`src/sv/ftaa_pkg.sv`:
```
// Shared constants, types and tables of the face-target angular acceleration block.
`timescale 1ns / 1ps
package ftaa_pkg;

    localparam int ANG_PI       = 25736;
    localparam int ANG_TWO_PI   = 51472;
    localparam int ANG_HALF_PI  = 12868;
    localparam int CORDIC_STEPS = 14;
    localparam int CORDIC_XW    = 32;
    localparam int ANG_W        = 17;

    // Divider cell widths: remainder and quotient bits.
    localparam int DIV1_RW = 16;
    localparam int DIV1_NW = 15;
    localparam int DIV2_RW = 17;
    localparam int DIV2_NW = 16;

    typedef logic signed [CORDIC_XW-1:0] t_cxy;
    typedef logic signed [ANG_W-1:0]     t_ang;

    localparam t_ang ATAN_TAB [CORDIC_STEPS] = '{
        17'sd6434, 17'sd3798, 17'sd2007, 17'sd1019, 17'sd511, 17'sd256, 17'sd128,
        17'sd64, 17'sd32, 17'sd16, 17'sd8, 17'sd4, 17'sd2, 17'sd1
    };

    typedef enum logic [1:0] {
        REG_SLOW   = 2'd0,
        REG_TARGET = 2'd1,
        REG_TTT    = 2'd2
    } t_reg_idx;

endpackage

```
`src/sv/ftaa_cordic_cell.sv`:
```
// One vectoring step of the heading CORDIC, registered.
`timescale 1ns / 1ps
module ftaa_cordic_cell
    import ftaa_pkg::*;
#(
    parameter int STEP = 0
) (
    input  logic i_clk,
    input  logic i_en,
    input  t_cxy i_x,
    input  t_cxy i_y,
    input  t_ang i_z,
    output t_cxy o_x,
    output t_cxy o_y,
    output t_ang o_z
);

    t_cxy n_x, n_y;
    t_ang n_z;
    t_cxy r_x, r_y;
    t_ang r_z;

    always_comb begin
        // Rotate toward the x axis; shifts round toward minus infinity.
        if (i_y > 0) begin
            n_x = i_x + (i_y >>> STEP);
            n_y = i_y - (i_x >>> STEP);
            n_z = i_z + ATAN_TAB[STEP];
        end else begin
            n_x = i_x - (i_y >>> STEP);
            n_y = i_y + (i_x >>> STEP);
            n_z = i_z - ATAN_TAB[STEP];
        end
    end

    always_ff @(posedge i_clk) begin
        if (i_en) begin
            r_x <= n_x;
            r_y <= n_y;
            r_z <= n_z;
        end
    end

    assign o_x = r_x;
    assign o_y = r_y;
    assign o_z = r_z;

endmodule

```
`config.mk`:
```
export PLATFORM = sky130hd
export DESIGN_NAME = ftaa_cordic_cell
export DESIGN_NICKNAME = d
export VERILOG_FILES = /design/src/sv/ftaa_pkg.sv /design/src/sv/ftaa_cordic_cell.sv
export SDC_FILE = /design/constraint.sdc
export NUM_CORES = 1
export LEC_CHECK = 0
export CORE_ASPECT_RATIO = 1.5
export CORE_MARGIN = 1.5
export CORE_UTILIZATION = 30
export CTS_BUF_LIST = sky130_fd_sc_hd__clkbuf_8
export DETAILED_ROUTE_END_ITERATION = 8
export DONT_BUFFER_PORTS = 1
export PLACE_DENSITY = 0.55
export SKIP_LAST_GASP = 1
export SLEW_MARGIN = 20
export SYNTH_ARGS = -nofsm -noshare
export SYNTH_HDL_FRONTEND = slang
export SYNTH_SLANG_ARGS = --single-unit
```
`constraint.sdc`:
```
create_clock -name i_clk -period 5.6 [get_ports i_clk]
set_clock_uncertainty 0.05 [all_clocks]
set_input_delay 1.68 -clock i_clk [delete_from_list [all_inputs] [get_ports i_clk]]
set_output_delay 1.68 -clock i_clk [all_outputs]
set_load 0.005 [all_outputs]
```
==> impl_results.md <==
* Initial core utilization at 30.4%
* HP Class: in2reg
* Post-Syn Area at 0.00873 sq mm
* Period utilization at 82.7%
* Post-Syn Area per Cell at 8.26 sq um
* Most used DFF post-synth: edfxtp_1
* Critical path depth at 15
* Sequential area share after synthesis at 27.5%
* Wirelength per Cell at 20.7 um
* Hold-fix buffers, CTS at 0
* Initial DRC Count at 730
* Area of the die at 0.0302 sq mm
* Port bufs at 0
* CTS tree: done
* Vias in the first global route at 7568
* Busiest layer in global routing: met2
* Num rows at 76
* CP Class: in2reg
* Worst setup path startpoint: i_y[9]
* Max-slew violations at 0
* H-tree depth at 3
* Final setup viols at 0
* Met2 GRT Util at 35.5%
* Area delta synth->final at 7.35%
* CTS Buffer Depth at 2
* # DRC at 0
* Root Buffer: clkbuf_8
* Synthesized-area fraction occupied by adder cells at 16.2%
* Final setup margin at 0.967 ns
* Fillers at 3103
* First-pass GRT wire length at 43800 um
* CP bufs+invs at 3
* Slowest stage delay, CP at 0.50 ns
* Power consumption at 2.10 mW
* Area of the multi-input gates at 0.00576 sq mm
* Router iterations before antenna repair at 6
* GRT Total Usage at 19.4%
* CP Cell Sequence: nor4_1 -> buf_4 -> nand4_1 -> o21bai_4 -> inv_2 -> buf_4 -> ha_1 -> nand2_1 -> o311ai_0 -> o211a_1 -> o21a_1 -> o21a_1 -> o21a_1 -> nor2_1 -> xnor2_1
* CP Launch Type: input pin
* Critical-path maximum fanout at 26
* Max transition margin at 37.2%
* GR Util met1 at 20.4%
* Total grt overflow at 0
* Initial antenna violation count at 0
* Mapped Nets at 1252
* Worst slew pin tran at 0.918 ns
* Hpwl dp at 24200 um
* Synth Area in Compound Gates at 25.4%
* Chip width at 142 um
* Max-cap violations at 0
* EDFF count, synth at 80
* Mux cell area share after synthesis at 1.03%
* Yosys warnings at 0
* DP Area at 0.00917 sq mm
* Sink Count at 80
* RSZ-0062 raised after global routing: false
* LEAKAGE at 3.88 nW
* Final TNS setup at 0 ns
* Status: finished clean
* Hold slack at 1.32 ns
* Fin util at 32.7%
* Post-Synthesis Cells at 1058
* Crit path max-delay family: compound AO/OA/AOI/OAI gates
* # placed instances at 1420
* Simple-Gate Fraction of Synth Area at 16.0%
* # nets final at 1235
* Post-Route WL at 29700 um
* Post_cts resized at 0
* Num ports at 164
* Setup Fix Bufs, Post-CTS at 0
* Final std cells w/o fill at 1436
* CORE AREA at 0.0287 sq mm
* Largest net degree at the start of global routing at 82
* N_diodes at 0
* Post-Synth XOR/XNOR Area at 7.22%
* Vias per cell at 5.47
* Crit. End Element: flop
* Largest family of logic cells by synthesized area: compound AO/OA/AOI/OAI gates
* FF+latch count, synth at 80
* Arrival @ worst endpoint at 4.74 ns
* Worst Setup EP: o_z[16]
* CP most frequent cell: o21a_1
* Async set or reset register ratio after synthesis at 0%
* Pre-CTS setup slack at 0.479 ns
* CP Data Required Time at 5.71 ns
* Routed Antenna Nets at 0
* Worst-path clk slew at 0.09 ns
* Vias at 7848
* Chip Height at 212 um
* GP Congestion at 0.913
* Min cycle time layout at 4.63 ns
* Pwr dens at 224 mW/mm^2
* Max VDD drop at 0.0000925 V
* GR Util met3 at 4.17%
* Cell variety after synth at 73
* Layout cell share with drive strength beyond 1 at 5.07%
* Register area at 0.00240 sq mm
* Critical-path top delay cell: o311ai_0
* Final instance area at 0.00938 sq mm
* Peak Freq at 216 MHz
* CTS Buf Count at 9
* Final hold violation count at 0
[worst min path at each step]
stage	start	endpoint	slack, ns	cells after the start
6_report	i_z[0]	o_z[0]	1.32	0
3_3_place_gp	i_z[0]	o_z[0]	1.73	0
4_1_cts	i_z[0]	o_z[0]	1.29	0
5_1_grt	i_z[0]	o_z[0]	1.30	0
2_1_floorplan	i_z[0]	o_z[0]	1.73	0
3_5_place_dp	i_z[0]	o_z[0]	1.73	0
[layer usage]
layer,share of wire (%),up-vias
li1,-,3758
met1,36,3698
met2,52,318
met3,6.4,74
met4,5.3,0
met5,0,-
[state kept, by name, summed over array words and instances, names as in the netlist]
| name | flops |
|---|---|
| o_x | 32 |
| o_z | 17 |
| o_y | 31 |
[cell usage after synthesis, types with 14 or more instances]
library cell  number  area share [%]
ha_1             107              15
nor3_1            24             1.4
o21ai_0           69             4.0
nand2_1           50             2.1
nor4_1            16             1.1
clkbuf_1          21            0.90
nor2_1           115             4.9
nand3_1           14            0.80
a21oi_1          115             6.6
nand4_1           14             1.0
xnor2_1           57             5.7
inv_1             99             4.3
xor2_1            15             1.5
nor2b_1           17             1.2
a211oi_1          16             1.4
edfxtp_1          80              28
a21o_1            30             2.6
[report_power, final]
part	internal (mW)	total [mW]	switching, mW
logic	0.295	0.789	0.493
registers	0.799	0.857	0.0578
clock network	0.210	0.451	0.241
total	1.30	2.10	0.792
[kinds of logic (layout without fill, tap and decap cells)]
logic type / after synthesis / after routing
compound gates: 347 / 347
xor+xnor: 72 / 72
buf+inv: 148 / 136
flops: 80 / 80
mux: 9 / 9
simple gates: 291 / 291
fa+ha+maj: 111 / 111
[cell type report]
class / count / area share [%]
clock inverters: 7 / 0.841
repair buffers: 19 / 1.52
inverters: 101 / 4.04
multi-input cells: 830 / 61.4
well taps: 390 / 5.20
clock buffers: 9 / 1.32
flip-flops and latches: 80 / 25.6
[cell usage in the layout, fill, tap and decap left out, drive strengths merged, types with 14 or more instances in the layout]
master	instances
nor2b	17
nand3	14
nor4	17
edfxtp	80
a211oi	17
buf	19
nor2	117
nand4	14
a21oi	115
a21o	30
xor2	15
xnor2	57
o21ai	83
nand2	50
inv	103
nor3	24
ha	107
No activity file was read; power rests on OpenSTA's default activity.
