### src/sv/ftaa_pkg.sv
// Shared constants, types and tables of the face-target angular acceleration block.
`timescale 1ns / 1ps
package ftaa_pkg;

    localparam int ANG_PI       = 25736;
    localparam int ANG_TWO_PI   = 51472;
    localparam int ANG_HALF_PI  = 12868;
    localparam int CORDIC_STEPS = 14;
    localparam int CORDIC_XW    = 32;
    localparam int ANG_W        = 17;

    // Divider cell widths: remainder and quotient bits.
    localparam int DIV1_RW = 16;
    localparam int DIV1_NW = 15;
    localparam int DIV2_RW = 17;
    localparam int DIV2_NW = 16;

    typedef logic signed [CORDIC_XW-1:0] t_cxy;
    typedef logic signed [ANG_W-1:0]     t_ang;

    localparam t_ang ATAN_TAB [CORDIC_STEPS] = '{
        17'sd6434, 17'sd3798, 17'sd2007, 17'sd1019, 17'sd511, 17'sd256, 17'sd128,
        17'sd64, 17'sd32, 17'sd16, 17'sd8, 17'sd4, 17'sd2, 17'sd1
    };

    typedef enum logic [1:0] {
        REG_SLOW   = 2'd0,
        REG_TARGET = 2'd1,
        REG_TTT    = 2'd2
    } t_reg_idx;

endpackage

### src/sv/ftaa_div_cell.sv
// One restoring division step: one quotient bit per cell, registered.
`timescale 1ns / 1ps
module ftaa_div_cell
    import ftaa_pkg::*;
#(
    parameter int RW = DIV1_RW,
    parameter int NW = DIV1_NW
) (
    input  logic          i_clk,
    input  logic          i_en,
    input  logic [RW-1:0] i_div,
    input  logic [RW-1:0] i_rem,
    input  logic [NW-1:0] i_num,
    input  logic [NW-1:0] i_quo,
    output logic [RW-1:0] o_rem,
    output logic [NW-1:0] o_num,
    output logic [NW-1:0] o_quo
);

    logic [RW-1:0] trial;
    logic          ge;
    logic [RW-1:0] r_rem;
    logic [NW-1:0] r_num, r_quo;

    // Remainder stays below the divisor, so its top bit is free for the shift.
    assign trial = {i_rem[RW-2:0], i_num[NW-1]};
    assign ge    = (trial >= i_div);

    always_ff @(posedge i_clk) begin
        if (i_en) begin
            r_rem <= ge ? (trial - i_div) : trial;
            r_num <= {i_num[NW-2:0], 1'b0};
            r_quo <= {i_quo[NW-2:0], ge};
        end
    end

    assign o_rem = r_rem;
    assign o_num = r_num;
    assign o_quo = r_quo;

endmodule

### config.mk
export PLATFORM = sky130hd
export DESIGN_NAME = ftaa_div_cell
export DESIGN_NICKNAME = d
export VERILOG_FILES = /design/src/sv/ftaa_pkg.sv /design/src/sv/ftaa_div_cell.sv
export SDC_FILE = /design/constraint.sdc
export NUM_CORES = 1
export LEC_CHECK = 0
export ABC_AREA = 1
export BUFFER_PORTS_ARGS = -buffer_cell sky130_fd_sc_hd__buf_4
export CORE_UTILIZATION = 50
export CTS_BUF_LIST = sky130_fd_sc_hd__clkbuf_4
export DETAILED_ROUTE_END_ITERATION = 6
export PLACE_DENSITY_LB_ADDON = 0.15
export REMOVE_ABC_BUFFERS = 1
export SLEW_MARGIN = 20
export SYNTH_ARGS = -nofsm -noshare
export SYNTH_HDL_FRONTEND = slang
export SYNTH_SLANG_ARGS = --single-unit
### constraint.sdc
create_clock -name i_clk -period 2.1 [get_ports i_clk]
set_clock_uncertainty 0.1 [all_clocks]
set_input_delay 0.105 -clock i_clk [delete_from_list [all_inputs] [get_ports i_clk]]
set_output_delay 0.105 -clock i_clk [all_outputs]
set_load 0.005 [all_outputs]
==> metrics.txt, run 1 <==
number of antenna violations at the first check in global routing=0; met1 GRT Util=28.5%; Worst EP arrival=2080 ps; fin nets=551; logic gate share of total power=32.2%; Max Fclk=492 MHz; final WL=7780 µm; post-route antenna net violation count=0; DP HPWL=4560 µm; Final Critical Period=2030 ps; Sw Share=30.7%; crit path kind=input port to flop; Sw Pwr=714 µW; number of flops mapped to enable cells by yosys=45; simple-gate share of the synthesized area=26.9%; Mean Syn Cell Area=8.52 µm²; DR vias=2655; Netlist cell types=24; Post-Syn Instances=317; Commonest cells post-synth=120 x nand2_1, 63 x inv_1, 45 x edfxtp_1; top-count cell post-synth=nand2_1; setup TNS=0 ps; Die ar.=5700 µm²; relative max-transition margin=61.5%; Via density=4.91; clock power share=19.3%; Port Buf Inserts=106; Setup crit end kind=flop; GPL Wtd Cong=0.928; post-synth top area cell=edfxtp_1; layout cells sized above 1=28.2%; GR peak layer=met2; Setup-failing EPs final=0; DR DRC count=0; worst slew pin tran=577 ps; crit path max fanout=4; GR Layer Usage met3=6.61%; adder-cell area share of the yosys netlist=8.16%; Area growth syn-to-layout=51.8%; clock-pin slew on the worst setup and hold paths=140 ps; # IOs=110; Overflow after GRT=0; XOR/XNOR Fraction of Synth Area=1.95%; ys async rst share=0%; All-Layer GR Usage=26.6%; TritonCTS clock tree=built; worst hold slack=1.16 ps; share of the synthesized area in the top cell type=50.0%; register area share after synthesis=50.0%; vias in the first global route=2479; largest family of logic cells by synthesized area=simple AND/OR/NAND/NOR gates; Sink Count=45; yosys warns=0; Clock Tree Buf Depth=2; worst endpoint required time=2150 ps; core box area=5140 µm²; Core Rows=26; LEAKAGE=0.00209 µW; final period utilization=96.7%; Die Y=75.5 µm; first-pass GRT wire length=11000 µm; CTS root buffer=clkbuf_4; post-synthesis compound-gate area fraction=2.18%; largest net degree at the start of global routing=46; peak supply drop=311 µV; worst min path class=input port to flop; area of the mapped netlist=2700 µm²; met2 usage=50.5%; ANT cells=0; DRT iter0 DRCs=169; total CTS buffers=5; startpoint class of the critical path=input port; Seq pwr share=48.5%; flops & latches, synth=45; Pwr Density=567 nW/µm²; status=finished clean; Final Max Tran Viols=0; H-tree levels=2; dominant synthesized flop cell=edfxtp_1; Initial Util=52.5%; Pint=1610 µW; endpoints failing hold=0; post-synthesis mux area share=0%; max-cap viol count=0; DRT Pass-1 Iters=4; Synth area leaders=edfxtp_1 50%, nand2_1 17%, inv_1 8.8%, ha_1 7.4%, nand3_1 2.8%; Die Width=75.5 µm; WL/cell=14.4 µm
==> layout by cell type, fill, tap and decap left out <==
master / instances
nand2_1: 120
buf_4: 107
inv_1: 63
edfxtp_1: 45
dlygate4sd3_1: 42
nor2_1: 15
nand3_1: 15
ha_1: 11
a21oi_1: 7
xor2_1: 6
nand3_2: 5
clkbuf_4: 5
and2_1: 4
ha_4: 4
nand2_2: 3
o21ai_0: 3
nand4_1: 2
nand3b_1: 2
nor2_4: 1
or2_0: 1
a21oi_2: 1
inv_4: 1
or2_2: 1
fa_1: 1
ha_2: 1
conb_1: 1
clkinvlp_4: 1
inv_6: 1
clkinv_2: 1
buf_12: 1
==> worst max-delay path: stages <==
cell and delay (ps):
dlygate4sd3_1 550, buf_4 150, ha_1 360, nand2_1 160
nor2_1 120, nand2_1 60, nand3_1 170, nand2_1 110
nand2_1 90, nand2_1 50, nand3_1 90, nand2_1 50
==> final cells by class <==
cell class,instances,area (µm²)
clock inverters,3,21.3
fillers,340,1040
well taps,70,87.6
flip-flops and latches,45,1350
inverters,64,243
multi-input cells,204,1110
clock buffers,5,37.5
repair buffers,150,1240
==> state kept, by name, summed over array words and instances, names as in the netlist <==
signal	count
o_num	14
o_quo	15
o_rem	16
==> path summary, 6_finish.rpt <==
check	start	end	slack (ps)	cells past startpoint
min	i_num[14]	o_rem[0]	1	3
max	i_rem[4]	o_rem[14]	70	12
==> stage by stage <==
stage | area (µm²) | power, µW | utilization [%] | instances | setup slack, ps
global placement | 3560 | 1760 | 69.2 | 490 | 149
global route | 4100 | 2450 | 79.7 | 541 | -43.1
floorplan | 2650 | 1460 | - | 313 | 176
finish | 4100 | 2320 | 79.7 | 541 | 68.5
detailed placement | 3560 | 1780 | 69.2 | 490 | 115
CTS | 4040 | 2260 | 78.5 | 540 | 83.3
==> cells by family after synthesis <==
logic type	count (synthesis)
flip-flops	45
adder cells (fa/ha/maj)	17
buffers and inverters	68
other	1
AO/OA/AOI/OAI	11
XOR/XNOR	6
AND/OR/NAND/NOR	169
==> power groups by stage <==
| stage | Combinational [µW] | Clock, µW | Sequential [µW] |
|---|---|---|---|
| after detailed placement | 635 | 0 | 1140 |
| after CTS | 702 | 437 | 1120 |
| final | 748 | 449 | 1130 |
| after global placement | 621 | 0 | 1140 |
| after floorplan | 299 | 0 | 1160 |
| after global routing | 829 | 482 | 1140 |
==> per-layer routing <==
| metal | vias up | wire length, µm |
|---|---|---|
| li1 | 1294 | - |
| met1 | 1194 | 2970 |
| met2 | 143 | 3930 |
| met3 | 24 | 668 |
| met4 | 0 | 214 |
| met5 | - | 0 |
==> what timing repair did <==
action | 4_1_cts | 5_1_grt
endpoints found under the hold margin | 42 | 0
gates resized for setup | 0 | 7
hold buffers | 42 | 0
setup buffers | 0 | 1
endpoints found under the setup margin | 0 | 15
Note: power is estimated with default switching activity, not from simulation.
==> inputs of run 2 (changes only) <==
--- a/config.mk
+++ b/config.mk
@@ -7,11 +7,14 @@
 export LEC_CHECK = 0
 export ABC_AREA = 1
 export BUFFER_PORTS_ARGS = -buffer_cell sky130_fd_sc_hd__buf_4
-export CORE_UTILIZATION = 50
+export CELL_PAD_IN_SITES_DETAIL_PLACEMENT = 1
+export CELL_PAD_IN_SITES_GLOBAL_PLACEMENT = 1
+export CORE_UTILIZATION = 36
 export CTS_BUF_LIST = sky130_fd_sc_hd__clkbuf_4
 export DETAILED_ROUTE_END_ITERATION = 6
 export PLACE_DENSITY_LB_ADDON = 0.15
 export REMOVE_ABC_BUFFERS = 1
+export SKIP_LAST_GASP = 1
 export SLEW_MARGIN = 20
 export SYNTH_ARGS = -nofsm -noshare
 export SYNTH_HDL_FRONTEND = slang
==> metrics.txt, run 2 (same netlist as run 1, synthesis figures left out) <==
CP Cell Sequence=dlygate4sd3_1 > buf_4 > ha_4 > nand2_2 > buf_4 > nor2_1 > nand2_1 > nand2_1 > nand2_1 > nand3_2 > nand2_1; TritonCTS clock tree=built; Finished Cell Area=4250 µm² (+3.6%); number of fill cells=858 (+150%); WL/cell=19.5 µm (+36%); first-pass GRT wire length=13800 µm (+25%); LEAKAGE=0.00211 µW (+0.88%); GPL Wtd Cong=0.793 (-15%); Die Y=88.6 µm (+17%); startpoint class of the critical path=input port; CP max stage cell=dlygate4sd3_1; Place WS=60.5 ps (-54.5 ps); most frequent cells in the layout=116 x nand2_1, 108 x buf_4, 63 x inv_1, 45 x edfxtp_1, 42 x dlygate4sd3_1; Via density=4.83 (-1.6%); largest net degree at the start of global routing=46 (unchanged); crit path kind=input port to flop; crit path max fanout=4 (unchanged); Pwr Density=608 nW/µm² (+7.2%); Initial Util=37.2% (-15 points); Critical Path Most Common Cell=nand2_1; Clock Tree Buf Depth=2 (unchanged); core box area=7250 µm² (+41%); post-route antenna net violation count=0 (unchanged); vias in the first global route=2826 (+14%); ANT cells=0 (unchanged); CTS root buffer=clkbuf_4; endpoints failing hold=0 (unchanged); Sw Share=32.3% (+1.6 points); worst endpoint required time=2150 ps (about the same); Setup crit end kind=flop; relative max-transition margin=57.1% (-4.4 points); setup TNS=0 ps (unchanged); total power draw=2580 µW (+11%); peak supply drop=273 µV (-12%); layout cells sized above 1=30.9% (+2.6 points); Setup-failing EPs final=0 (unchanged); Worst path max stage delay=580 ps (+30 ps); Pint=1750 µW (+8.6%); worst slew pin tran=643 ps (+65.6 ps); H-tree levels=2 (unchanged); clock power share=23.2% (+3.9 points); Max Fclk=488 MHz (-0.89%); Core Rows=31 (+19%); logic gate share of total power=32.5% (+0.3 points); fin nets=553 (+0.36%); max-cap viol count=0 (unchanged); number of antenna violations at the first check in global routing=0 (unchanged); Top delay family on crit path=buffers and inverters; Final Critical Period=2050 ps (+18.3 ps); # IOs=110 (unchanged); Area growth syn-to-layout=57.2%; Sink Count=45 (unchanged); Port Buf Inserts=106 (unchanged); DP HPWL=5770 µm (+26%); DR DRC count=0 (unchanged); Seq pwr share=44.3% (-4.2 points); Worst EP arrival=2100 ps (+20 ps); Die ar.=7850 µm² (+38%); final core utilization=58.5% (-21 points); DR vias=2763 (+4.1%); Sw Pwr=833 µW (+17%); Largest register FFs=16 (unchanged); worst min path class=input port to flop; Die Width=88.6 µm (+17%); All-Layer GR Usage=23.8% (-2.8 points); Overflow after GRT=0 (unchanged); Final Max Tran Viols=0 (unchanged); final worst setup slack=50.2 ps (-18.3 ps); final period utilization=97.6% (+0.87 points); clock-pin slew on the worst setup and hold paths=160 ps (+20 ps); Worst Path Buf+Inv=3 (+1); DRT Pass-1 Iters=4 (unchanged); DRT iter0 DRCs=146 (-14%); commonest non-fill, non-tap cell in the layout=nand2_1; Post-DP Area=3590 µm² (+0.88%); total CTS buffers=5 (unchanged); status=finished clean; final WL=11200 µm (+43%)
run 2: path summary, 6_finish.rpt:
| path | from | end | slack (ps) | cells after the start |
|---|---|---|---|---|
| max | i_rem[5] | o_rem[10] | 50 | 11 |
| min | i_num[14] | o_rem[0] | 20 | 3 |
run 2: area by class of cell:
| type | instances | area [µm²] | share of cell area [%] |
|---|---|---|---|
| well taps | 99 | 124 | 2.92 |
| clock buffers | 5 | 37.5 | 0.884 |
| multi-input cells | 204 | 1190 | 28.1 |
| repair buffers | 152 | 1250 | 29.5 |
| clock inverters | 3 | 41.3 | 0.973 |
| inverters | 64 | 243 | 5.72 |
| flip-flops and latches | 45 | 1350 | 31.8 |
run 2: power groups by stage:
stage,Combinational (µW),Sequential [µW],Clock [µW]
6_report,838,1140,600
4_1_cts,726,1130,571
3_5_place_dp,655,1150,0
3_3_place_gp,634,1140,0
2_1_floorplan,299,1160,0
5_1_grt,908,1150,612
run 2: through the flow:
stage	instances	hold WS [ps]
global route	572	56.0
CTS	570	5.89
detailed placement	520	185
floorplan	313	104
global placement	520	183
finish	572	17.9
run 2: tightest hold or removal path, cell delays in order:
cell and delay (ps):
buf_4 70, inv_1 40, o21ai_0 170
run 2: timing repair:
action,CTS,global route
hold buffers,42,0
endpoints found under the hold margin,42,0
setup endpoints to repair,0,16
resized for setup,0,26
buffers inserted,0,2
run 2: layer usage:
metal  part of all wire [%]  track usage [%]  up-vias
met5                      0                0        -
met4                    2.3             8.65        0
met3                    6.8             4.38       17
met2                     50             43.1      119
met1                     40             28.2     1327
li1                       -                -     1300
